[src/sv/mtcc_pkg.sv]
`timescale 1ns / 1ps

package mtcc_pkg;

    localparam int WORD_W      = 32;
    localparam int NUM_PERMS   = 24;
    localparam int CELLS       = 16;
    localparam int SYMBOLS     = 4;
    localparam int LT_W        = NUM_PERMS - 1;   // identity skipped
    localparam int QUEUE_DEPTH = 2;
    localparam int OUT_TDATA_W = 40;              // 33 bits of fields, padded to bytes

    // All relabelings of {0,1,2,3}; entry 0 is the identity.
    localparam logic [1:0] PERM_TAB [NUM_PERMS][SYMBOLS] = '{
        '{2'd0, 2'd1, 2'd2, 2'd3}, '{2'd0, 2'd1, 2'd3, 2'd2},
        '{2'd0, 2'd2, 2'd1, 2'd3}, '{2'd0, 2'd2, 2'd3, 2'd1},
        '{2'd0, 2'd3, 2'd1, 2'd2}, '{2'd0, 2'd3, 2'd2, 2'd1},
        '{2'd1, 2'd0, 2'd2, 2'd3}, '{2'd1, 2'd0, 2'd3, 2'd2},
        '{2'd1, 2'd2, 2'd0, 2'd3}, '{2'd1, 2'd2, 2'd3, 2'd0},
        '{2'd1, 2'd3, 2'd0, 2'd2}, '{2'd1, 2'd3, 2'd2, 2'd0},
        '{2'd2, 2'd0, 2'd1, 2'd3}, '{2'd2, 2'd0, 2'd3, 2'd1},
        '{2'd2, 2'd1, 2'd0, 2'd3}, '{2'd2, 2'd1, 2'd3, 2'd0},
        '{2'd2, 2'd3, 2'd0, 2'd1}, '{2'd2, 2'd3, 2'd1, 2'd0},
        '{2'd3, 2'd0, 2'd1, 2'd2}, '{2'd3, 2'd0, 2'd2, 2'd1},
        '{2'd3, 2'd1, 2'd0, 2'd2}, '{2'd3, 2'd1, 2'd2, 2'd0},
        '{2'd3, 2'd2, 2'd0, 2'd1}, '{2'd3, 2'd2, 2'd1, 2'd0}
    };

    // Word with its per-relabeling "smaller" flags.
    typedef struct packed {
        logic [WORD_W-1:0] word;
        logic [LT_W-1:0]   lt;
    } t_item;

    // Relabel a table: value v at (r,c) becomes s(v) at (s(r),s(c)).
    // Pure rewiring plus a 4-entry substitution per cell.
    function automatic logic [WORD_W-1:0] relabel(input logic [WORD_W-1:0] w,
                                                 input int k);
        logic [WORD_W-1:0] res;
        logic [1:0]        v;
        logic [3:0]        dest;
        res = '0;
        for (int pos = 0; pos < CELLS; pos++) begin
            v    = w[2*pos +: 2];
            dest = {PERM_TAB[k][pos >> 2], PERM_TAB[k][pos & 3]};
            res[2*dest +: 2] = PERM_TAB[k][v];
        end
        return res;
    endfunction

endpackage

[src/sv/magma_table_canonical_check_unit.sv]
`timescale 1ns / 1ps

// Canonical-form check for 4x4 operation tables. Each input item is one 32-bit
// table, 2-bit cell (r,c) at bits 2*(4r+c). The unit applies all 23 non-identity
// relabelings of {0,1,2,3} in parallel and flags the table when none of them
// yields a smaller unsigned word, i.e. the table is the least of its
// isomorphism class. Throughput is one item per clock while the master side
// accepts results, with no dependence between items. From input acceptance to
// the master side, an item passes the classification register, the queue, and
// the output register. The queue (QUEUE_DEPTH items) lets the input side keep
// running while a result waits on the output. No configuration, no stored state.
module magma_table_canonical_check_unit #(
    parameter int QUEUE_DEPTH = mtcc_pkg::QUEUE_DEPTH
) (
    input  logic                              i_clk,
    input  logic                              i_rst_n,
    // slave side
    input  logic                              s_axis_tvalid,
    output logic                              s_axis_tready,
    input  logic [mtcc_pkg::WORD_W-1:0]       s_axis_tdata,   // [31:0] table_word
    // master side
    output logic                              m_axis_tvalid,
    input  logic                              m_axis_tready,
    output logic [mtcc_pkg::OUT_TDATA_W-1:0]  m_axis_tdata    // [31:0] table_echo,
                                                              // [32] is_smallest,
                                                              // [39:33] zero
);

    // front -> queue
    logic            fq_valid;
    logic            fq_ready;
    mtcc_pkg::t_item fq_item;
    // queue -> back
    logic            qb_valid;
    logic            qb_ready;
    mtcc_pkg::t_item qb_item;

    // Relabel and compare; registers the word with its 23 "smaller" flags.
    mtcc_front u_front (
        .i_clk   (i_clk),
        .i_rst_n (i_rst_n),
        .i_valid (s_axis_tvalid),
        .o_ready (s_axis_tready),
        .i_word  (s_axis_tdata),
        .o_valid (fq_valid),
        .i_ready (fq_ready),
        .o_item  (fq_item)
    );

    mtcc_queue #(
        .DEPTH (QUEUE_DEPTH)
    ) u_queue (
        .i_clk   (i_clk),
        .i_rst_n (i_rst_n),
        .i_valid (fq_valid),
        .o_ready (fq_ready),
        .i_item  (fq_item),
        .o_valid (qb_valid),
        .i_ready (qb_ready),
        .o_item  (qb_item)
    );

    // Verdict = no flag set; packed into the output register.
    mtcc_back u_back (
        .i_clk    (i_clk),
        .i_rst_n  (i_rst_n),
        .i_valid  (qb_valid),
        .o_ready  (qb_ready),
        .i_item   (qb_item),
        .o_tvalid (m_axis_tvalid),
        .i_tready (m_axis_tready),
        .o_tdata  (m_axis_tdata)
    );

endmodule

[src/sv/mtcc_front.sv]
`timescale 1ns / 1ps

// Accepts a word, builds all relabeled words and compares each with it.
module mtcc_front (
    input  logic                         i_clk,
    input  logic                         i_rst_n,
    input  logic                         i_valid,
    output logic                         o_ready,
    input  logic [mtcc_pkg::WORD_W-1:0]  i_word,
    output logic                         o_valid,
    input  logic                         i_ready,
    output mtcc_pkg::t_item              o_item
);

    logic [mtcc_pkg::LT_W-1:0] lt;
    logic                      r_valid;
    mtcc_pkg::t_item           r_item;
    logic                      load;

    for (genvar k = 1; k < mtcc_pkg::NUM_PERMS; k++) begin : g_cmp
        assign lt[k-1] = (mtcc_pkg::relabel(i_word, k) < i_word);
    end

    assign o_ready = !r_valid || i_ready;
    assign load    = i_valid && o_ready;

    always_ff @(posedge i_clk) begin
        if (!i_rst_n) begin
            r_valid <= 1'b0;
        end else if (o_ready) begin
            r_valid <= i_valid;
        end
        if (load) begin
            r_item.word <= i_word;
            r_item.lt   <= lt;
        end
    end

    assign o_valid = r_valid;
    assign o_item  = r_item;

    // A stalled stage keeps its item.
    a_hold: assert property (@(posedge i_clk) disable iff (!i_rst_n)
        r_valid && !i_ready |=> r_valid && $stable(r_item))
        else $error("front stage lost or changed a stalled item");

endmodule

[src/sv/mtcc_queue.sv]
`timescale 1ns / 1ps

// Small FIFO between classification and result stage.
module mtcc_queue #(
    parameter int DEPTH = mtcc_pkg::QUEUE_DEPTH
) (
    input  logic            i_clk,
    input  logic            i_rst_n,
    input  logic            i_valid,
    output logic            o_ready,
    input  mtcc_pkg::t_item i_item,
    output logic            o_valid,
    input  logic            i_ready,
    output mtcc_pkg::t_item o_item
);

    localparam int PTR_W = (DEPTH > 1) ? $clog2(DEPTH) : 1;
    localparam int CNT_W = $clog2(DEPTH + 1);

    mtcc_pkg::t_item  r_mem [DEPTH];
    logic [PTR_W-1:0] r_wr_ptr;
    logic [PTR_W-1:0] r_rd_ptr;
    logic [CNT_W-1:0] r_count;
    logic             push;
    logic             pop;

    assign o_ready = (r_count != CNT_W'(DEPTH));
    assign o_valid = (r_count != '0);
    assign push    = i_valid && o_ready;
    assign pop     = o_valid && i_ready;
    assign o_item  = r_mem[r_rd_ptr];

    always_ff @(posedge i_clk) begin
        if (!i_rst_n) begin
            r_wr_ptr <= '0;
            r_rd_ptr <= '0;
            r_count  <= '0;
        end else begin
            if (push) begin
                r_wr_ptr <= (r_wr_ptr == PTR_W'(DEPTH - 1)) ? '0 : r_wr_ptr + 1'b1;
            end
            if (pop) begin
                r_rd_ptr <= (r_rd_ptr == PTR_W'(DEPTH - 1)) ? '0 : r_rd_ptr + 1'b1;
            end
            if (push && !pop) begin
                r_count <= r_count + 1'b1;
            end else if (pop && !push) begin
                r_count <= r_count - 1'b1;
            end
        end
        if (push) begin
            r_mem[r_wr_ptr] <= i_item;
        end
    end

    a_count_bound: assert property (@(posedge i_clk) disable iff (!i_rst_n)
        r_count <= CNT_W'(DEPTH))
        else $error("queue fill beyond depth");

    a_count_track: assert property (@(posedge i_clk) disable iff (!i_rst_n)
        push && !pop |=> r_count == $past(r_count) + 1'b1)
        else $error("queue fill did not follow a push");

    a_ptr_gap: assert property (@(posedge i_clk) disable iff (!i_rst_n)
        (r_count == '0) |-> (r_wr_ptr == r_rd_ptr))
        else $error("empty queue with pointers apart");

endmodule

[src/sv/mtcc_back.sv]
`timescale 1ns / 1ps

// Reduces the comparison flags to the verdict and holds the result item.
module mtcc_back (
    input  logic                              i_clk,
    input  logic                              i_rst_n,
    input  logic                              i_valid,
    output logic                              o_ready,
    input  mtcc_pkg::t_item                   i_item,
    output logic                              o_tvalid,
    input  logic                              i_tready,
    output logic [mtcc_pkg::OUT_TDATA_W-1:0]  o_tdata
);

    localparam int PAD_W = mtcc_pkg::OUT_TDATA_W - mtcc_pkg::WORD_W - 1;

    logic                               r_valid;
    logic [mtcc_pkg::OUT_TDATA_W-1:0]   r_tdata;

    assign o_ready = !r_valid || i_tready;

    always_ff @(posedge i_clk) begin
        if (!i_rst_n) begin
            r_valid <= 1'b0;
        end else if (o_ready) begin
            r_valid <= i_valid;
        end
        if (i_valid && o_ready) begin
            r_tdata <= {{PAD_W{1'b0}}, ~(|i_item.lt), i_item.word};
        end
    end

    assign o_tvalid = r_valid;
    assign o_tdata  = r_tdata;

    a_pad_zero: assert property (@(posedge i_clk) disable iff (!i_rst_n)
        r_valid |-> (r_tdata[mtcc_pkg::OUT_TDATA_W-1 -: PAD_W] == '0))
        else $error("pad bits of result not zero");

endmodule
[config.mk]
export PLATFORM = sky130hd
export DESIGN_NAME = magma_table_canonical_check_unit
export DESIGN_NICKNAME = d
export VERILOG_FILES = /design/src/sv/mtcc_pkg.sv /design/src/sv/magma_table_canonical_check_unit.sv /design/src/sv/mtcc_front.sv /design/src/sv/mtcc_queue.sv /design/src/sv/mtcc_back.sv
export SDC_FILE = /design/constraint.sdc
export NUM_CORES = 1
export LEC_CHECK = 0
export BUFFER_PORTS_ARGS = -buffer_cell sky130_fd_sc_hd__buf_2
export CORE_AREA = 5 5 189 191
export DETAILED_ROUTE_END_ITERATION = 8
export DIE_AREA = 0 0 194 196
export PLACE_DENSITY = 0.85
export SLEW_MARGIN = 20
export SYNTH_ARGS = -nofsm -noshare
export SYNTH_HDL_FRONTEND = slang
export SYNTH_SLANG_ARGS = --single-unit
[constraint.sdc]
create_clock -name i_clk -period 3.1 [get_ports i_clk]
set_input_delay 0.31 -clock i_clk [delete_from_list [all_inputs] [get_ports i_clk]]
set_output_delay 0.31 -clock i_clk [all_outputs]
set_load 0.05 [all_outputs]
Word level (Yosys, flattened, before mapping)
Memories as Yosys holds them, arrays and structs flattened. A register that Yosys moved wholly into a read port is not among the register bits.
Index checks and enable logic that the tools add are counted.
{"block": "totals", "register_bits": 94, "mem_bits_rw": 110, "input_bits": 36, "output_inout_bits": 42, "wordCells": 1196, "mem_count": 1}
{"memory": "u_queue.r_mem", "depth": 2, "width": 55, "read_ports": 1, "rd_ports_with_merged_regs": 1, "write_ports": 1, "line": "mtcc_queue.sv:20", "text": "mtcc_pkg::t_item r_mem [DEPTH];"}
{"block": "op_classes", "addsub": 4, "magnitude_cmp": 39, "eq_ne": 1, "mux": 1112, "bitwise_logic": 17, "reduce_logical": 14}
{"cell": "$mux 2", "count": 738}
{"cell": "$bmux 2 s2", "count": 368}
{"cell": "$lt 32x32->1", "count": 23}
{"cell": "$ge 3x3->1 const B", "count": 16}
{"cell": "$not 2->3", "count": 16}
{"cell": "$reduce_or 23->1", "count": 1}
{"cell": "$mux 1", "count": 6}
{"cell": "$logic_and 1x1->1", "count": 5}
{"cell": "$logic_not 1->1", "count": 4}
{"cell": "$reduce_bool 2->1", "count": 2}
{"cell": "$add 1x1->1 const B", "count": 2}
{"cell": "$add 2x1->2 const B", "count": 1}
{"cell": "$logic_or 1x1->1", "count": 2}
{"cell": "$ne 2x2->1 const B", "count": 1}
{"cell": "$sub 2x1->2 const B", "count": 1}
{"cell": "$not 1->1", "count": 1}

Depth between registers and ports, before layout
{"block": "depth", "ltp_word": 6, "ltp_mapped": 11, "mapped_depth_nobuf": 10}

Modules after synthesis
Synthesis repeated with hierarchy kept, for this count alone.
{"block": "hier_totals", "hier_cells": 1847, "area_unflattened_um2": 19362.3}
{"mod": "mtcc_front", "n_inst": 1, "cells_per_inst": 1597, "area_per_inst_um2": 14007.2, "seq_area_each_um2": 1671.6}
{"mod": "mtcc_queue", "n_inst": 1, "cells_per_inst": 195, "area_per_inst_um2": 4207.8, "seq_area_each_um2": 3403.3}
{"mod": "mtcc_back", "n_inst": 1, "cells_per_inst": 55, "area_per_inst_um2": 1147.4, "seq_area_each_um2": 1011.0}

Worst setup path after synthesis
OpenSTA, ideal clock, no wires.
{"block": "synth_timing", "kind": "reg2reg", "startpoint": "register u_queue.r_count[0]", "endpoint": "memory u_queue.r_mem[0][0] (netlist name) (enable)", "setup_ns": 0.469, "arrival_ns": 2.936, "required_time_ns": 2.631, "setup_slack_ns": -0.305, "stages_incl_launch_ff": 4, "path_buffers": 0, "period_less_slack_ns": 3.405, "cell_sequence": "dfxtp_1 nand2b_1 nand2_1 nor2_1"}
{"block": "synth_via", "elab_chain_cells": 4}
{"item": "start, declared", "line": "mtcc_queue.sv:23", "text": "logic [CNT_W-1:0] r_count;"}
{"item": "start signal, assigned", "line": "mtcc_queue.sv:46", "text": "r_count <= r_count + 1'b1;"}
{"item": "start signal, assigned", "line": "mtcc_queue.sv:48", "text": "r_count <= r_count - 1'b1;"}
{"item": "$ne 2x2->1", "line": "mtcc_queue.sv:27", "text": "assign o_ready = (r_count != CNT_W'(DEPTH));"}
{"item": "$logic_and 1x1->1", "line": "mtcc_queue.sv:29", "text": "assign push = i_valid && o_ready;"}
{"item": "$mux 1", "line": "mtcc_queue.sv:51", "text": "if (push) begin"}
{"item": "$mux 1 (implied by the code)", "line": "mtcc_queue.sv:52", "text": "r_mem[r_wr_ptr] <= i_item;"}
{"item": "end, declared", "line": "mtcc_queue.sv:20"}
No other way between the ends.

Worst setup path in the final report
{"block": "layout_timing", "startpoint": "input s_axis_tdata[24] (netlist name)", "endpoint": "register u_front.r_item (netlist bit u_front.o_item[10]), data pin"}
{"block": "layout_via", "elab_chain_cells": 5}
{"item": "start, declared", "line": "magma_table_canonical_check_unit.sv:20", "text": "input logic [mtcc_pkg::WORD_W-1:0] s_axis_tdata,"}
{"item": "$not 2->3 (implied by the code)", "line": "mtcc_pkg.sv:46", "text": "res[2*dest +: 2] = PERM_TAB[k][v];"}
{"item": "$bmux 2 s2", "line": "mtcc_pkg.sv:46"}
{"item": "$mux 2 (implied by the code) (2 in series)", "line": "mtcc_pkg.sv:46"}
{"item": "$lt 32x32->1 *", "line": "mtcc_front.sv:21", "text": "assign lt[k-1] = (mtcc_pkg::relabel(i_word, k) < i_word);"}
{"item": "via u_front.lt (one bit)", "line": "mtcc_front.sv:15", "text": "logic [mtcc_pkg::LT_W-1:0] lt;"}
{"item": "end, declared", "line": "mtcc_front.sv:17", "text": "mtcc_pkg::t_item r_item;"}
Mark *: on every way through the listed nets, which the timed path passes. The rest lies on a longest branch. The select of a mux whose other input is x is not followed.
A chain may end at the register's enable or synchronous reset.

==> metrics.cfg <==
[detailed_routing]
routed_via_density=7.12
drtIter0Drc=2391
first_pass_iters=6
num_vias=18600
wl_per_cell_um=33.1
postRouteAntennaNets=0
drt-total-wl_um=86600
route.detailed.drc=0

[yosys]
synthXorXnorAreaFrac_pct=0.726
synth_compound_area_share_pct=19.6
ys_types=70
netlist_area_um2=19300
synth_seq_cells=205
postSynthCellCount=1825
synth_edf_count=198
synth_fa_ha_area_share_pct=33.8
yosys_warnings=0
async_flop_share_pct=0
synth_top_family_by_area=adder cells
yosys_most_used_dff=edfxtp_1
synthSimpleGateAreaFrac_pct=10.7
syn_avg_cell_area_um2=10.6
synth.largest_area_cell=ha_1
muxShareOfSynthArea_pct=2.03
yosys.area.top_type_share_pct=33.8
ys_seq_area_share_pct=31.5
synth_area_leaders=ha_1, edfxtp_1, a21o_1, a21oi_1, nand4_1

[pwr]
combinationalPowerShare_pct=43.7
leakage_nw=10.7
power_density_nw_per_um2=482
max-vdd-ir-drop_v=0.000704
switching_share_pct=40.6
p_clk_share_pct=22.0
intPower_mw=6.51
power_frac_seq_pct=34.3
p_sw_mw=4.46
power_mw=11.0

[final_layout]
fin_nets=2705
final_common_cell=ha_1
fillers=2580
fin_util_pct=67.1
syn2layout_area_growth_pct=17.9
drive_gt1_share_pct=18.9
fin_cells=2618
final_cell_mix=ha_1, buf_4, a21oi_1, edfxtp_1, a21o_1

[sta]
finalSetupViolations=0
layout_min_cycle_time_ns=2.89
clock.fmax_mhz=346
min_period_over_period_pct=93.2
grt_setup_unrepaired=no
worstMarginPinSlew_ns=0.917
slew_violations=0
finClkSkew_ns=0.0489
max-slew-margin-rel_pct=37.3
final_hold_viol_count=0

[floorplan]
initial_core_util_pct=56.9
dieArea_um2=38000
coreArea_um2=33900
die_h_um=196
io_pins=78
std_cell_rows=68
die_x_um=194

[status]
outcome=complete, no violations

[clock_network]
cts_root_buffer=clkbuf_16
clock_path_buffers=3
cts_setup_buffers=0
cts.htree.levels=1
clock_sinks=205
clock_latency_ns=0.54
cts_inserted_buffers=21
cts_resized=0
cts_tree=built
clkTransAtPathRegs_ns=0.08
ctsHoldBuffers=0

[setup_path]
cp_max_fo=3
cpMaxStageDelayCell=a2111oi_0
start_kind=input pin
critPathCaptureType=register
cp.required_ns=3.37
path_cells=buf_2 > inv_1 > ha_1 > buf_4 > ha_1 > o21ai_0 > a21oi_1 > o21ai_0 > buf_4 > a2111oi_0 > or4_1 > buf_4 > a221oi_2
arrival_ns=3.16
crit_type=input pin to register
cpPeakStageDelay_ns=0.83
path_common_cell=buf_4

[global_route]
grt_use_total_pct=44.0
grt_pass1_vias=18100
antenna_found_initial=2
overflow=0
grt_pass1_wl_um=124000
grt_max_degree=57

[min_path]
min_path_type=input pin to register

[placement]
port_buffers=70
placed_cells=2580
gp_congestion=1.13
detailed_place_hpwl_um=67300

[job]
drv_cap=0

==> critical path: cells and delay by family <==
| family | cells | cell delay [ns] |
|---|---|---|
| AND/OR/NAND/NOR | 1 | 0.22 |
| adder cells (fa/ha/maj) | 2 | 0.59 |
| buffers and inverters | 5 | 0.80 |
| AO/OA/AOI/OAI | 5 | 1.23 |
==> synth_stat cells, drive strengths merged (5+ instances only) <==
| library cell | number |
|---|---|
| nor2 | 48 |
| o31a | 5 |
| a211oi | 33 |
| o21ai | 88 |
| clkbuf | 11 |
| and2 | 5 |
| nor4 | 21 |
| o2111ai | 6 |
| dfxtp | 7 |
| xor2 | 9 |
| and3 | 9 |
| a31oi | 7 |
| a21o | 146 |
| ha | 521 |
| or3 | 5 |
| nor3 | 24 |
| o211ai | 21 |
| nand2b | 11 |
| buf | 10 |
| or4 | 5 |
| a221oi | 8 |
| or2 | 17 |
| nor2b | 22 |
| edfxtp | 198 |
| mux2 | 33 |
| a21oi | 199 |
| xnor2 | 7 |
| nand4 | 91 |
| nand3 | 42 |
| o21a | 15 |
| nand2 | 67 |
| and4 | 8 |
| inv | 57 |
| a2111oi | 12 |
==> per-layer routing <==
layer	track usage, %	part of all wire, %	vias to the layer above
met1	55.1	37	8763
met3	10.6	12	493
met2	66.6	42	1482
li1	-	-	7892
met4	31.8	9.5	4
met5	0	0.030	-
==> final timing paths <==
path | from | end | slack, ns | cells after the start
max | s_axis_tdata[24] | u_front.o_item[10] | 0.21 | 13
min | s_axis_tvalid | u_front.o_valid | 0.11 | 3
max reg2reg | u_queue.r_count[0] | u_front.o_item[46] | 1.09 | 3
min reg2reg | u_front.o_item[43] | u_queue.r_mem[1][43] | 0.45 | 0
==> cell families after synthesis <==
kind of cell	count (synthesis)
AO/OA/AOI/OAI	587
XOR/XNOR	16
adder cells (fa/ha/maj)	521
buffers and inverters	78
flip-flops	205
multiplexers	35
other	1
AND/OR/NAND/NOR	382
==> flip-flops by register name, indices dropped and copies added, names as in the netlist, named ones only <==
name / flops
u_back.o_tvalid: 1
u_front.o_item: 55
u_front.o_valid: 1
u_queue.r_rd_ptr: 1
u_queue.r_mem: 110
u_back.o_tdata: 33
u_queue.r_count: 2
u_queue.r_wr_ptr: 1
==> through the flow <==
step | worst slack [ns] | setup TNS [ns] | instance area (um^2) | hold slack (ns)
CTS | 0.0816 | 0 | 22800 | 0.107
global placement | -0.347 | -0.640 | 22100 | 0.422
floorplan | 0.178 | 0 | 19300 | 0.409
finish | 0.212 | 0 | 22800 | 0.109
detailed placement | -0.421 | -0.560 | 22100 | 0.434
global route | 0.194 | 0 | 22800 | 0.146
==> power groups by stage <==
stage | clock (mW) | combinational, mW | sequential, mW
floorplan | 0 | 2.18 | 4.28
global placement | 0 | 4.44 | 3.76
detailed placement | 0 | 4.56 | 3.80
CTS | 2.41 | 4.63 | 3.75
global route | 2.53 | 5.01 | 3.79
finish | 2.42 | 4.79 | 3.76
==> cell type report <==
class	count	area, um^2	share of cell area (%)
flip-flops and latches	205	6090	26.7
clock inverters	12	86.3	0.379
repair buffers	315	2310	10.2
inverters	57	214	0.940
diodes	1	2.50	0.0110
clock buffers	25	551	2.42
well taps	455	569	2.50
multi-input cells	1548	12900	56.9
Power figures use the tool's default switching activity.
